`src/hw/rtl/salru_ram.sv`:
```
// Generic single-port RAM with registered read.
// No dependencies.
`default_nettype none
module salru_ram #(
    parameter int WIDTH = 8,
    parameter int DEPTH = 16
) (
    input  wire logic                     clk,
    input  wire logic                     we,
    input  wire logic [$clog2(DEPTH)-1:0] addr,
    input  wire logic [WIDTH-1:0]         wdata,
    output logic      [WIDTH-1:0]         rdata
);
    logic [WIDTH-1:0] mem [DEPTH];

    always_ff @(posedge clk)
    begin
        if (we)
        begin
            mem[addr] <= wdata;
        end
        rdata <= mem[addr];
    end
endmodule
`default_nettype wire

```
`config.mk`:
```
export PLATFORM = sky130hd
export DESIGN_NAME = salru_ram
export DESIGN_NICKNAME = d
export VERILOG_FILES = /design/src/hw/rtl/salru_ram.sv
export SDC_FILE = /design/constraint.sdc
export NUM_CORES = 1
export LEC_CHECK = 0
export BUFFER_PORTS_ARGS = -buffer_cell sky130_fd_sc_hd__buf_2
export CAP_MARGIN = 20
export CORE_MARGIN = 10
export CORE_UTILIZATION = 30
export CTS_CLUSTER_SIZE = 8
export DETAILED_ROUTE_END_ITERATION = 6
export SLEW_MARGIN = 20
export SYNTH_ARGS = -nofsm -noshare
export SYNTH_HDL_FRONTEND = slang
export SYNTH_SLANG_ARGS = --single-unit
export TNS_END_PERCENT = 50
```
`constraint.sdc`:
```
create_clock -name clk -period 2 [get_ports clk]
set_input_delay 0.4 -clock clk [delete_from_list [all_inputs] [get_ports clk]]
set_output_delay 0.4 -clock clk [all_outputs]
set_load 0.02 [all_outputs]
```
; After elaboration in Yosys (flattened, before gate mapping)
; Memory sizes are Yosys's and may differ from the RTL's. A register that Yosys moved wholly into a read port is not among the register bits.
; Cells that the tools add are included.
[word_totals]
n_memories = 1
in_bits = 14
mem_bits_rw = 128
ff_bits = 0
out_inout_bits = 8
[classes]
n_mux = 2
[memory_table]
columns = name, words, word_bits, read_ports, rd_ports_with_merged_regs, wr, line
row1 = mem, 16, 8, 1, 1, 1, 14  ; logic [WIDTH-1:0] mem [DEPTH];
[ops]
columns = op, count
row1 = 2-to-1 mux 1 bit, 2

; Logic depth before layout (Yosys ltp)
[logic_depth]
word_depth = 2
ltp_mapped = 5
ltp_nobuf = 3

; Worst setup path after synthesis
; OpenSTA, ideal clock, no wires.
[synth_path]
kind = input to register
from = input port addr[2]
to = memory mem[0][0], enable pin
n_path_buf = 0
t_required_ns = 1.617
arrival_time_ns = 1.510
stages = 2
setup_ns = 0.383
setup_slack_ns = 0.107
cell_sequence = or3b_2 -> nor3_1
[synth_lines]
columns = item, line
row1 = from (decl), 10  ; input wire logic [$clog2(DEPTH)-1:0] addr,
row2 = to (decl), 14
; Straight into the memory's write port.

==> out/results.txt <==
Pre-antenna DRT Iters - 4
Area Overhead vs Synth - 22.9%
Syn Inst Count - 230
mapped cell area - 0.00507 mm^2
max cap viols - 0
DP HPWL - 6.97 mm
FMAX - 680 MHz
Synth Flop Type - edfxtp_1
filler-free cell count of the finished design - 523
commonest cells in the netlist - edfxtp_1 (128), mux4_2 (32), a22oi_1 (16)
Nets - 302
Starting Density - 30.6%
Rows - 47
placeable core area - 0.0166 mm^2
largest net degree at the start of global routing - 40
max_slew headroom - 76.2%
DR vias/cell - 4.67
final hold violation count - 0
antenna-violating nets left - 0
Die ar. - 0.0225 mm^2
worst slew pin tran - 0.357 ns
critical path type - in -> reg
worst-path fanout max - 14
layout cells sized above 1 - 36.5%
DRC - 0
CTS H-tree depth - 4
Setup-failing EPs final - 0
Yosys top cell area share - 75.9%
Worst setup SP type - input pin
post-layout minimum cycle time - 1.47 ns
Port Buffer Count - 21
die width - 150 um
Worst-Skew Late Latency - 0.42 ns
routability congestion estimate - 0.792
Total GRT Usage - 9.89%
cts hold-fix bufs - 0
data required time of the worst path - 2.29 ns
syn_area_per_cell - 22.0 um^2
fill cell count - 1496
Routed WL - 10.4 mm
Place WS - 0.0700 ns
Synth area leader - edfxtp_1
postcts setup bufs - 0
cell with the most instances after synthesis - edfxtp_1
remaining global-route overflow - 0
Hold WC Path Type - in -> reg
clock slew at reported path FFs - 0.06 ns
# resized after CTS - 0
CTS tree - done
final setup TNS - 0 ns
CP endpoint kind - flip-flop
CTS Buf Count - 17
Vias - 2440
Slew Limit Fails - 0
post-route setup slack - 0.529 ns
Worst VDD drop - 639 uV
I/O pin count - 22
minimum hold slack - 0.375 ns
Final Cycle Share - 73.6%
total power - 6.50 mW
asr flop ratio synth - 0%
Syn Nets - 244
CTS max path bufs - 2
Leak Pwr - 2.07 nW
top post-synthesis cells by area - edfxtp_1 (76%), mux4_2 (14%), dfxtp_1 (3.2%), a22oi_1 (2.4%), nor2_1 (0.96%)
RSZ-0062 raised after global routing - false
Netlist cell types - 18
Yosys reg bits - 136
first-pass GRT wire length - 15.9 mm
pwr dens - 1040 mW/mm^2
clock skew - 0.00822 ns
outcome - completed
Post-synth EDFFs - 128
initial DRC count - 147
initial antenna violation count - 2
Root Driver - clkbuf_16
sequential cell area fraction in the yosys report - 79.0%
drt wl/cell - 19.9 um
vias in the first global route - 2607
placed insts - 489
arrival time worst endpoint - 1.76 ns
warning count from the yosys run - 0
CTS sink count - 136
Vert. Die Dim - 150 um
where the power goes:
group          internal [mW]  switching, mW  total [mW]  leakage (nW)
clock                   1.88           1.08        2.95         0.282
combinational          0.141          0.195       0.336         0.565
sequential              3.19         0.0243        3.21          1.22
total                   5.21           1.29        6.50          2.07
cells in the final DEF (no fill, tap or decap), types with 3 or more instances in the layout:
cell       instances
clkbuf_16         17
buf_2             21
clkinv_2           5
buf_4             25
nand2_1            9
dfxtp_1            8
buf_12             4
a22oi_1           16
clkbuf_1           3
mux4_2            32
nor3_1             4
nor2_1            13
edfxtp_1         128
flip-flops by register name, summed over array words and instances, names as in the netlist:
signal,count
rdata,8
mem,128
final cells by class:
class	instances	area [um^2]	area share, %
Sequential cell	136	4000	64.3
Multi-Input combinational cell	83	1000	16.1
Clock buffer	22	464	7.46
Timing Repair Buffer	50	373	5.99
Tap cell	220	275	4.42
Clock inverter	10	101	1.63
Antenna cell	2	5.00	0.0804
logic make-up after synthesis:
logic type             Yosys count  share of synthesized area [%]
buffers and inverters           11                           1.19
AO/OA/AOI/OAI                   16                           2.37
flip-flops                     136                           79.0
AND/OR/NAND/NOR                 35                           3.21
multiplexers                    32                           14.2
final timing paths:
check / from / to / slack (ns) / depth (start not counted)
worst min register to register: mem[14][3] / rdata[3] / 0.66 / 3
worst min-delay path: wdata[3] / mem[6][3] / 0.38 / 1
worst max-delay path: addr[0] / rdata[2] / 0.53 / 5
worst max register to register: mem[2][5] / rdata[5] / 0.60 / 3
layer usage:
layer / up-vias / global-route usage, % / share of wire [%]
li1: 1085 / - / -
met1: 1289 / 12.4 / 45
met2: 52 / 14.9 / 48
met3: 14 / 3.83 / 5.5
met4: 0 / 4.37 / 1.5
met5: - / 0 / 0
worst max-delay path, stage by stage:
cell,delay (ns)
buf_2,0.20
buf_12,0.20
mux4_2,0.52
a22oi_1,0.33
nand2_1,0.09
metrics by stage:
step                      area, um^2  util [%]
after floorplan                 5070         -
final                           6230      37.5
after detailed placement        5660      34.1
after CTS                       6220      37.5
after global placement          5660      34.1
after global routing            6220      37.5
No activity file was read; power rests on OpenSTA's default activity.
